--- src/rtl/core/a64tw_pkg.sv ---
// shared types, codes and helpers of the 4 KB granule table walker
package a64tw_pkg;

	// widths of the fixed fields
	localparam int ADDR_W    = 48;
	localparam int DESC_W    = 64;
	localparam int VA_SZ_W   = 6;
	localparam int LEVEL_W   = 2;
	localparam int CFG_IDX_W = 1;

	// default physical address width kept from bases and descriptors
	localparam int OUT_ADDR_BITS_DEF = 48;

	// legal T0SZ range: VA width from 13 to 48 bits
	localparam logic [VA_SZ_W-1:0] VA_SZ_MIN = VA_SZ_W'(64 - 48);
	localparam logic [VA_SZ_W-1:0] VA_SZ_MAX = VA_SZ_W'(64 - 13);

	// T0SZ upper bounds for start levels 0, 1 and 2
	localparam logic [VA_SZ_W-1:0] VA_SZ_LVL0_MAX = VA_SZ_W'(64 - 40);
	localparam logic [VA_SZ_W-1:0] VA_SZ_LVL1_MAX = VA_SZ_W'(64 - 31);
	localparam logic [VA_SZ_W-1:0] VA_SZ_LVL2_MAX = VA_SZ_W'(64 - 22);

	// configuration register indexes
	localparam logic [CFG_IDX_W-1:0] CFG_TABLE_BASE = 1'b0;
	localparam logic [CFG_IDX_W-1:0] CFG_VA_SZ      = 1'b1;

	// reset values of the configuration registers
	localparam logic [ADDR_W-1:0]  TABLE_BASE_RST = '0;
	localparam logic [VA_SZ_W-1:0] VA_SZ_RST      = VA_SZ_W'(16);

	// table levels
	localparam logic [LEVEL_W-1:0] LEVEL_0 = 2'd0;
	localparam logic [LEVEL_W-1:0] LEVEL_1 = 2'd1;
	localparam logic [LEVEL_W-1:0] LEVEL_2 = 2'd2;
	localparam logic [LEVEL_W-1:0] LEVEL_3 = 2'd3;

	// input command codes
	typedef enum logic {
		CMD_TRANSLATE = 1'b0,
		CMD_RESPONSE  = 1'b1
	} cmd_t;

	// result kinds
	typedef enum logic [1:0] {
		KIND_READ  = 2'd0,
		KIND_DONE  = 2'd1,
		KIND_FAULT = 2'd2,
		KIND_BUSY  = 2'd3
	} kind_t;

	// walk context carried from one item to the next
	typedef struct packed {
		logic               walking;
		logic [LEVEL_W-1:0] level;
		logic [ADDR_W-1:0]  va;
	} walk_state_t;

	// one result item
	typedef struct packed {
		kind_t              kind;
		logic [ADDR_W-1:0]  addr;
		logic [LEVEL_W-1:0] level;
	} result_t;

	// 9-bit table index of a virtual address at a level
	function automatic logic [8:0] va_index(input logic [ADDR_W-1:0] va,
			input logic [LEVEL_W-1:0] lvl);
		logic [8:0] idx;
		case (lvl)
			LEVEL_0: idx = va[47:39];
			LEVEL_1: idx = va[38:30];
			LEVEL_2: idx = va[29:21];
			LEVEL_3: idx = va[20:12];
			default: idx = va[20:12];
		endcase
		return idx;
	endfunction

	// offset mask of a block or page mapped at a level
	function automatic logic [ADDR_W-1:0] map_offset_mask(input logic [LEVEL_W-1:0] lvl);
		logic [ADDR_W-1:0] m;
		case (lvl)
			LEVEL_0: m = {{(ADDR_W-39){1'b0}}, {39{1'b1}}};
			LEVEL_1: m = {{(ADDR_W-30){1'b0}}, {30{1'b1}}};
			LEVEL_2: m = {{(ADDR_W-21){1'b0}}, {21{1'b1}}};
			LEVEL_3: m = {{(ADDR_W-12){1'b0}}, {12{1'b1}}};
			default: m = {{(ADDR_W-12){1'b0}}, {12{1'b1}}};
		endcase
		return m;
	endfunction

	// start level from T0SZ, legal range only
	function automatic logic [LEVEL_W-1:0] walk_entry_level(input logic [VA_SZ_W-1:0] va_sz);
		logic [LEVEL_W-1:0] lvl;
		if (va_sz <= VA_SZ_LVL0_MAX) begin
			lvl = LEVEL_0;
		end else if (va_sz <= VA_SZ_LVL1_MAX) begin
			lvl = LEVEL_1;
		end else if (va_sz <= VA_SZ_LVL2_MAX) begin
			lvl = LEVEL_2;
		end else begin
			lvl = LEVEL_3;
		end
		return lvl;
	endfunction

endpackage

--- src/rtl/core/aarch64_4k_table_walker.sv ---
// top level of the 4 KB granule stage-1 table walker
//
//  channel  | signals                                      | role
//  ---------+----------------------------------------------+------------------------------
//  in       | in_valid in_ready cmd virt_addr descriptor   | translate request or
//           | bus_error                                    | descriptor response
//  out      | out_valid out_ready kind out_addr walk_level | read request, done, fault, busy
//  cfg      | cfg_we cfg_index cfg_data                    | table base and T0SZ writes
//
// one item per cycle while the result is taken: an input register, then one
// decode pass into the result register.
// the walk context updates as an item leaves the input register, so the next
// item sees it without a gap. reset clears context, loads config defaults, no sweep.
// a stalled result holds the input register; in_ready drops only when both
// registers are full and the result is not taken.
module aarch64_4k_table_walker #(
	parameter int OUT_ADDR_BITS = a64tw_pkg::OUT_ADDR_BITS_DEF
) (
	input  logic                            clk,
	input  logic                            arst_n,
	input  logic                            in_valid,
	output logic                            in_ready,
	input  logic                            cmd,
	input  logic [a64tw_pkg::ADDR_W-1:0]    virt_addr,
	input  logic [a64tw_pkg::DESC_W-1:0]    descriptor,
	input  logic                            bus_error,
	output logic                            out_valid,
	input  logic                            out_ready,
	output logic [1:0]                      kind,
	output logic [a64tw_pkg::ADDR_W-1:0]    out_addr,
	output logic [a64tw_pkg::LEVEL_W-1:0]   walk_level,
	input  logic                            cfg_we,
	input  logic [a64tw_pkg::CFG_IDX_W-1:0] cfg_index,
	input  logic [a64tw_pkg::ADDR_W-1:0]    cfg_data
);

	logic                             valid_s1;
	logic                             cmd_s1;
	logic [a64tw_pkg::ADDR_W-1:0]     va_s1;
	logic [a64tw_pkg::ADDR_W-1:0]     desc_s1;
	logic                             berr_s1;
	logic                             valid_s2;
	a64tw_pkg::result_t               res_s2;
	a64tw_pkg::result_t               res_next;
	a64tw_pkg::walk_state_t           walk_q;
	a64tw_pkg::walk_state_t           walk_next;
	logic [a64tw_pkg::ADDR_W-1:0]     base_q;
	logic [a64tw_pkg::VA_SZ_W-1:0]    va_sz_q;
	logic                             adv_s1;
	logic                             in_xfer;

	// handshake
	assign adv_s1   = valid_s1 && (!valid_s2 || out_ready);
	assign in_ready = !valid_s1 || adv_s1;
	assign in_xfer  = in_valid && in_ready;

	// configuration registers
	always_ff @(posedge clk or negedge arst_n) begin
		if (!arst_n) begin
			base_q  <= a64tw_pkg::TABLE_BASE_RST;
			va_sz_q <= a64tw_pkg::VA_SZ_RST;
		end else if (cfg_we) begin
			case (cfg_index)
				a64tw_pkg::CFG_TABLE_BASE: base_q  <= cfg_data;
				a64tw_pkg::CFG_VA_SZ:      va_sz_q <= cfg_data[a64tw_pkg::VA_SZ_W-1:0];
				default:                   base_q  <= base_q;
			endcase
		end
	end

	// input register control
	always_ff @(posedge clk or negedge arst_n) begin
		if (!arst_n) begin
			valid_s1 <= 1'b0;
		end else if (in_ready) begin
			valid_s1 <= in_valid;
		end
	end

	// input register payload
	always_ff @(posedge clk) begin
		if (in_xfer) begin
			cmd_s1  <= cmd;
			va_s1   <= virt_addr;
			desc_s1 <= descriptor[a64tw_pkg::ADDR_W-1:0];
			berr_s1 <= bus_error;
		end
	end

	// decode pass
	a64tw_step #(
		.OUT_ADDR_BITS(OUT_ADDR_BITS)
	) u_step (
		.cfg_base  (base_q),
		.cfg_va_sz (va_sz_q),
		.cmd       (cmd_s1),
		.virt_addr (va_s1),
		.descriptor(desc_s1),
		.bus_error (berr_s1),
		.cur       (walk_q),
		.nxt       (walk_next),
		.res       (res_next)
	);

	// walk context, updated as an item leaves the input register
	always_ff @(posedge clk or negedge arst_n) begin
		if (!arst_n) begin
			walk_q <= '0;
		end else if (adv_s1) begin
			walk_q <= walk_next;
		end
	end

	// result register control
	always_ff @(posedge clk or negedge arst_n) begin
		if (!arst_n) begin
			valid_s2 <= 1'b0;
		end else if (!valid_s2 || out_ready) begin
			valid_s2 <= valid_s1;
		end
	end

	// result register payload
	always_ff @(posedge clk) begin
		if (adv_s1) begin
			res_s2 <= res_next;
		end
	end

	assign out_valid  = valid_s2;
	assign kind       = res_s2.kind;
	assign out_addr   = res_s2.addr;
	assign walk_level = res_s2.level;

endmodule

--- src/rtl/core/a64tw_step.sv ---
// single-step walk decode: one input item against the walk context
module a64tw_step #(
	parameter int OUT_ADDR_BITS = a64tw_pkg::OUT_ADDR_BITS_DEF
) (
	input  logic [a64tw_pkg::ADDR_W-1:0]  cfg_base,
	input  logic [a64tw_pkg::VA_SZ_W-1:0] cfg_va_sz,
	input  logic                          cmd,
	input  logic [a64tw_pkg::ADDR_W-1:0]  virt_addr,
	input  logic [a64tw_pkg::ADDR_W-1:0]  descriptor,
	input  logic                          bus_error,
	input  a64tw_pkg::walk_state_t        cur,
	output a64tw_pkg::walk_state_t        nxt,
	output a64tw_pkg::result_t            res
);

	// kept address bits 47..12, limited by the output address width
	localparam logic [63:0] ADDR_MASK_WIDE =
		((64'd1 << OUT_ADDR_BITS) - 64'd1) & ~64'hfff;
	localparam logic [a64tw_pkg::ADDR_W-1:0] ADDR_MASK =
		ADDR_MASK_WIDE[a64tw_pkg::ADDR_W-1:0];

	logic [a64tw_pkg::LEVEL_W-1:0] start_lvl;
	logic [a64tw_pkg::LEVEL_W-1:0] next_lvl;
	logic [a64tw_pkg::ADDR_W-1:0]  base_kept;
	logic [a64tw_pkg::ADDR_W-1:0]  desc_kept;
	logic [a64tw_pkg::ADDR_W-1:0]  bmask;
	logic [a64tw_pkg::ADDR_W-1:0]  first_addr;
	logic [a64tw_pkg::ADDR_W-1:0]  next_addr;
	logic [a64tw_pkg::ADDR_W-1:0]  final_addr;
	logic                          va_sz_bad;

	// address pieces; the index lands below bit 12 so no carry occurs
	always_comb begin
		start_lvl  = a64tw_pkg::walk_entry_level(cfg_va_sz);
		next_lvl   = cur.level + 2'd1;
		base_kept  = cfg_base & ADDR_MASK;
		desc_kept  = descriptor & ADDR_MASK;
		bmask      = a64tw_pkg::map_offset_mask(cur.level);
		first_addr = {base_kept[a64tw_pkg::ADDR_W-1:12],
			a64tw_pkg::va_index(virt_addr, start_lvl), 3'b000};
		next_addr  = {desc_kept[a64tw_pkg::ADDR_W-1:12],
			a64tw_pkg::va_index(cur.va, next_lvl), 3'b000};
		final_addr = (desc_kept & ~bmask) | (cur.va & bmask);
		va_sz_bad  = (cfg_va_sz < a64tw_pkg::VA_SZ_MIN) ||
			(cfg_va_sz > a64tw_pkg::VA_SZ_MAX);
	end

	// walk decision
	always_comb begin
		nxt       = cur;
		res.kind  = a64tw_pkg::KIND_BUSY;
		res.addr  = '0;
		res.level = a64tw_pkg::LEVEL_0;
		if (cmd == a64tw_pkg::CMD_TRANSLATE) begin
			// new request, refused while a walk is running
			if (!cur.walking) begin
				if (va_sz_bad) begin
					res.kind = a64tw_pkg::KIND_FAULT;
				end else begin
					nxt.walking = 1'b1;
					nxt.level   = start_lvl;
					nxt.va      = virt_addr;
					res.kind    = a64tw_pkg::KIND_READ;
					res.addr    = first_addr;
					res.level   = start_lvl;
				end
			end
		end else if (cur.walking) begin
			res.level = cur.level;
			if (bus_error || !descriptor[0]) begin
				// bus error or invalid descriptor
				nxt.walking = 1'b0;
				res.kind    = a64tw_pkg::KIND_FAULT;
			end else if (cur.level == a64tw_pkg::LEVEL_3) begin
				// page, or reserved encoding at the last level
				nxt.walking = 1'b0;
				if (descriptor[1]) begin
					res.kind = a64tw_pkg::KIND_DONE;
					res.addr = final_addr;
				end else begin
					res.kind = a64tw_pkg::KIND_FAULT;
				end
			end else if (descriptor[1]) begin
				// table descriptor: fetch from the next level
				nxt.level = next_lvl;
				res.kind  = a64tw_pkg::KIND_READ;
				res.addr  = next_addr;
				res.level = next_lvl;
			end else begin
				// block descriptor
				nxt.walking = 1'b0;
				res.kind    = a64tw_pkg::KIND_DONE;
				res.addr    = final_addr;
			end
		end
	end

endmodule
--- config.mk ---
export PLATFORM = sky130hd
export DESIGN_NAME = aarch64_4k_table_walker
export DESIGN_NICKNAME = d
export VERILOG_FILES = /design/src/rtl/core/a64tw_pkg.sv /design/src/rtl/core/aarch64_4k_table_walker.sv /design/src/rtl/core/a64tw_step.sv
export SDC_FILE = /design/constraint.sdc
export NUM_CORES = 1
export LEC_CHECK = 0
export BUFFER_PORTS_ARGS = -buffer_cell sky130_fd_sc_hd__buf_2
export CAP_MARGIN = 10
export CORE_MARGIN = 2
export CORE_UTILIZATION = 53
export DETAILED_ROUTE_END_ITERATION = 7
export PLACE_DENSITY_LB_ADDON = 0.1
export SLEW_MARGIN = 20
export SYNTH_ARGS = -nofsm -noshare
export SYNTH_HDL_FRONTEND = slang
export SYNTH_SLANG_ARGS = --single-unit
--- constraint.sdc ---
create_clock -name clk -period 3.6 [get_ports clk]
set_clock_uncertainty 0.05 [all_clocks]
set_input_delay 0.36 -clock clk [delete_from_list [all_inputs] [get_ports clk]]
set_output_delay 0.36 -clock clk [all_outputs]
set_load 0.01 [all_outputs]
==> qor.tcl <==
set qor(outcome) {complete, no violations}
set qor(finish.instance_area_sq_um) 12230
set qor(timing.fmax_mhz) 413.0
set qor(leakagePower_uw) 0.005008
set qor(yosysWarnings) 0
set qor(critical_path.max_fanout) 14
set qor(cp-end-kind) {flop}
set qor(diodes) 0
set qor(wl_microns) 23770
set qor(setup_viol) 0
set qor(synth.cells.most_frequent) {edfxtp_1, dfrtp_1, o21ai_0}
set qor(synth_top_flop_cell) {edfxtp_1}
set qor(buffer_cell_driving_the_clock_tree_root) {clkbuf_16}
set qor(regToRegStartpoint) {desc_s1[1]}
set qor(worst_case_vdd_ir_drop_uv) 472.0
set qor(cts_inserted_buffers) 24
set qor(totalNegativeSetupSlack_ns) 0
set qor(worst_setup_path_start_kind) {flop}
set qor(residual_antenna_violating_net_count_after_detailed_routing) 0
set qor(cts.htree.levels) 1
set qor(initial_antenna_violation_count) 0
set qor(numClockSinks) 226
set qor(hold_violations) 0
set qor(clk_pin_slew_ns) 0.06
set qor(first_iter_violations) 558
set qor(floorplan.initialDensity) 0.5425
set qor(clk_path_buf_depth) 3
set qor(globalRoute.totalOverflow) 0
set qor(arrival_ns) 2.62
set qor(final_util) 0.7070
set qor(critPathKind) {flop to flop}
set qor(synth_edf_count) 140
set qor(worstSetupStartpoint) {desc_s1[1]}
set qor(die_height_microns) 137.1
set qor(nets_finish) 1132
set qor(fp.coreArea_sq_um) 17300
set qor(chipWidth_microns) 137.1
set qor(drive_above_1_share) 0.3214
set qor(grt_first_pass_wirelength_microns) 36090
set qor(dp.cells) 1068
set qor(worstPathRequired_ns) 3.80
set qor(vias_in_the_first_global_route) 6702
set qor(ys_seq_elements) 226
set qor(netlist_area_sq_um) 9384
set qor(worst_r2r_endpoint) {out_addr[36]}
set qor(post-synth-top-area-cell) {edfxtp_1}
set qor(grt_start_max_net_pins) 89
set qor(worst-r2r-cell-count) 4
set qor(hold_slack_ns) 0.01752
set qor(portBuffers) 189
set qor(wl_per_cell_microns) 19.82
set qor(hpwlAfterDp_microns) 15350
set qor(rsz0062_at_grt) {false}
set qor(stdcell_count) 1199
set qor(placed_cell_area_sq_um) 10540
set qor(hold_path.class) {primary input to flop}
set qor(dr_vias_cell) 5.687
set qor(post_synth_inst_count) 691
set qor(max_cap_violations) 0
set qor(synth.top_cell.area_share) 0.4480
set qor(worst-r2r-setup-slack_ns) 1.18
set qor(power_density_nw_per_um2) 627.4
set qor(max_slew_margin) 0.4488
set qor(synth_net_count) 867
set qor(synthToLayoutAreaGrowth_pct) 30.31
set qor(rows) 48
set qor(postCtsSetupRepairBufs) 0
set qor(timing_max_transition_violations_final) 0
set qor(dieArea_sq_um) 18790
set qor(number_of_iterations_in_the_first_detailed_routing_pass) 8
set qor(remaining_drc_errors) 0
set qor(globalplace.congestion) 0.8420
set qor(min_period_over_period) 0.6726
set qor(route.vias.total) 6819
set qor(grt_util_all_layers) 0.2525
set qor(clkLatencyLatePin_ns) 0.51
set qor(tritoncts) {built}
set qor(design.portCount) 222
set qor(netlist_top_cells_area) {edfxtp_1, dfrtp_1, mux2_2, o21ai_0, o221ai_1}
set qor(tightestPinTransition_ns) 0.8213
set qor(synth_sequential_area_ratio) 0.6775
set qor(critPathCapture) {out_addr[36]}
set qor(top_count_cell_post_synth) {edfxtp_1}
set qor(syn_area_per_cell_sq_um) 13.58
set qor(postSynth.asyncResetShare) 0.3805
set qor(synth.lib_cells_used.distinct) 40
set qor(finalWorstPathRequiredPeriod_ns) 2.421
## flip-flops by register name (all words and copies together) (netlist names)
register / cells
out_addr: 48
va_s1: 48
walk_q: 42
desc_s1: 38
base_q: 36
va_sz_q: 6
kind: 2
walk_level: 2
berr_s1: 1
cmd_s1: 1
out_valid: 1
valid_s1: 1
## layout make-up
cell class / instances / area (sq um)
Clock buffer: 28 / 646.9
Clock inverter: 16 / 170.2
Fill cell: 1243 / 5069
Inverter: 42 / 157.7
Multi-Input combinational cell: 376 / 2675
Sequential cell: 226 / 6357
Tap cell: 225 / 281.5
Timing Repair Buffer: 286 / 1939
## placed cells by master, fill, tap and decap left out, drive strengths merged, types with 18 or more instances in the layout
| cell | netlist | layout |
|---|---|---|
| buf | 18 | 199 |
| clkbuf | 29 | 28 |
| a21oi | 24 | 24 |
| o21ai | 67 | 67 |
| nand2 | 33 | 33 |
| edfxtp | 140 | 140 |
| mux2 | 63 | 63 |
| inv | 42 | 42 |
| nand3 | 20 | 20 |
| dlygate4sd3 | 0 | 87 |
| dfrtp | 85 | 85 |
| o221ai | 19 | 19 |
| nor2 | 36 | 36 |
| and2 | 18 | 18 |
## routing by layer
layer  share of wire  vias up  global-route usage
li1                -     3096                   -
met1            0.41     3331              0.3493
met2            0.48      339              0.4077
met3           0.080       53             0.04704
met4           0.030        0             0.08076
met5               0        -                   0
## critical path, stage by stage (launching register included)
cell and delay, ns:
edfxtp_1 0.81, nand2b_1 0.51, and2_1 0.44, o221ai_1 0.21, o21ai_0 0.13
## kinds of logic (layout without fill, tap and decap cells)
kind of cell,after synthesis,in the layout,share of synthesized area
flip-flops,226,226,0.6775
buffers and inverters,89,372,0.03920
multiplexers,72,72,0.08520
AO/OA/AOI/OAI,174,174,0.1265
adder cells (fa/ha/maj),8,8,0.01067
XOR/XNOR,1,1,0.0009335
AND/OR/NAND/NOR,121,121,0.06000
## worst min path at each step
stage / start / endpoint / cells after the start / slack (ns)
5_1_grt: virt_addr[45] / va_s1[45] / 1 / 0.004
4_1_cts: virt_addr[45] / va_s1[45] / 1 / 0.002
2_1_floorplan: arst_n / base_q[12] / 0 / 0.01
6_report: in_valid / valid_s1 / 2 / 0.02
3_3_place_gp: va_s1[2] / walk_q[2] / 1 / 0.41
3_5_place_dp: arst_n / base_q[18] / 1 / 0.34
## power breakdown
group / switching [uW] / internal (uW) / total (uW) / leakage [uW]
clock: 975 / 1560 / 2540 / 0.000402
combinational: 836 / 682 / 1520 / 0.00222
sequential: 371 / 3250 / 3620 / 0.00239
## what timing repair did
item	4_1_cts	5_1_grt
resized for setup	0	0
hold endpoints to repair	123	1
hold buffers	86	1
## through the flow
step           setup slack (ns)  total power [uW]
5_1_grt                  0.9888              8013
4_1_cts                   1.214              7677
3_3_place_gp              1.254              5007
6_report                  1.179              7672
3_5_place_dp              1.248              5067
2_1_floorplan            0.4141              4499
(Power assumes the default switching activity.)
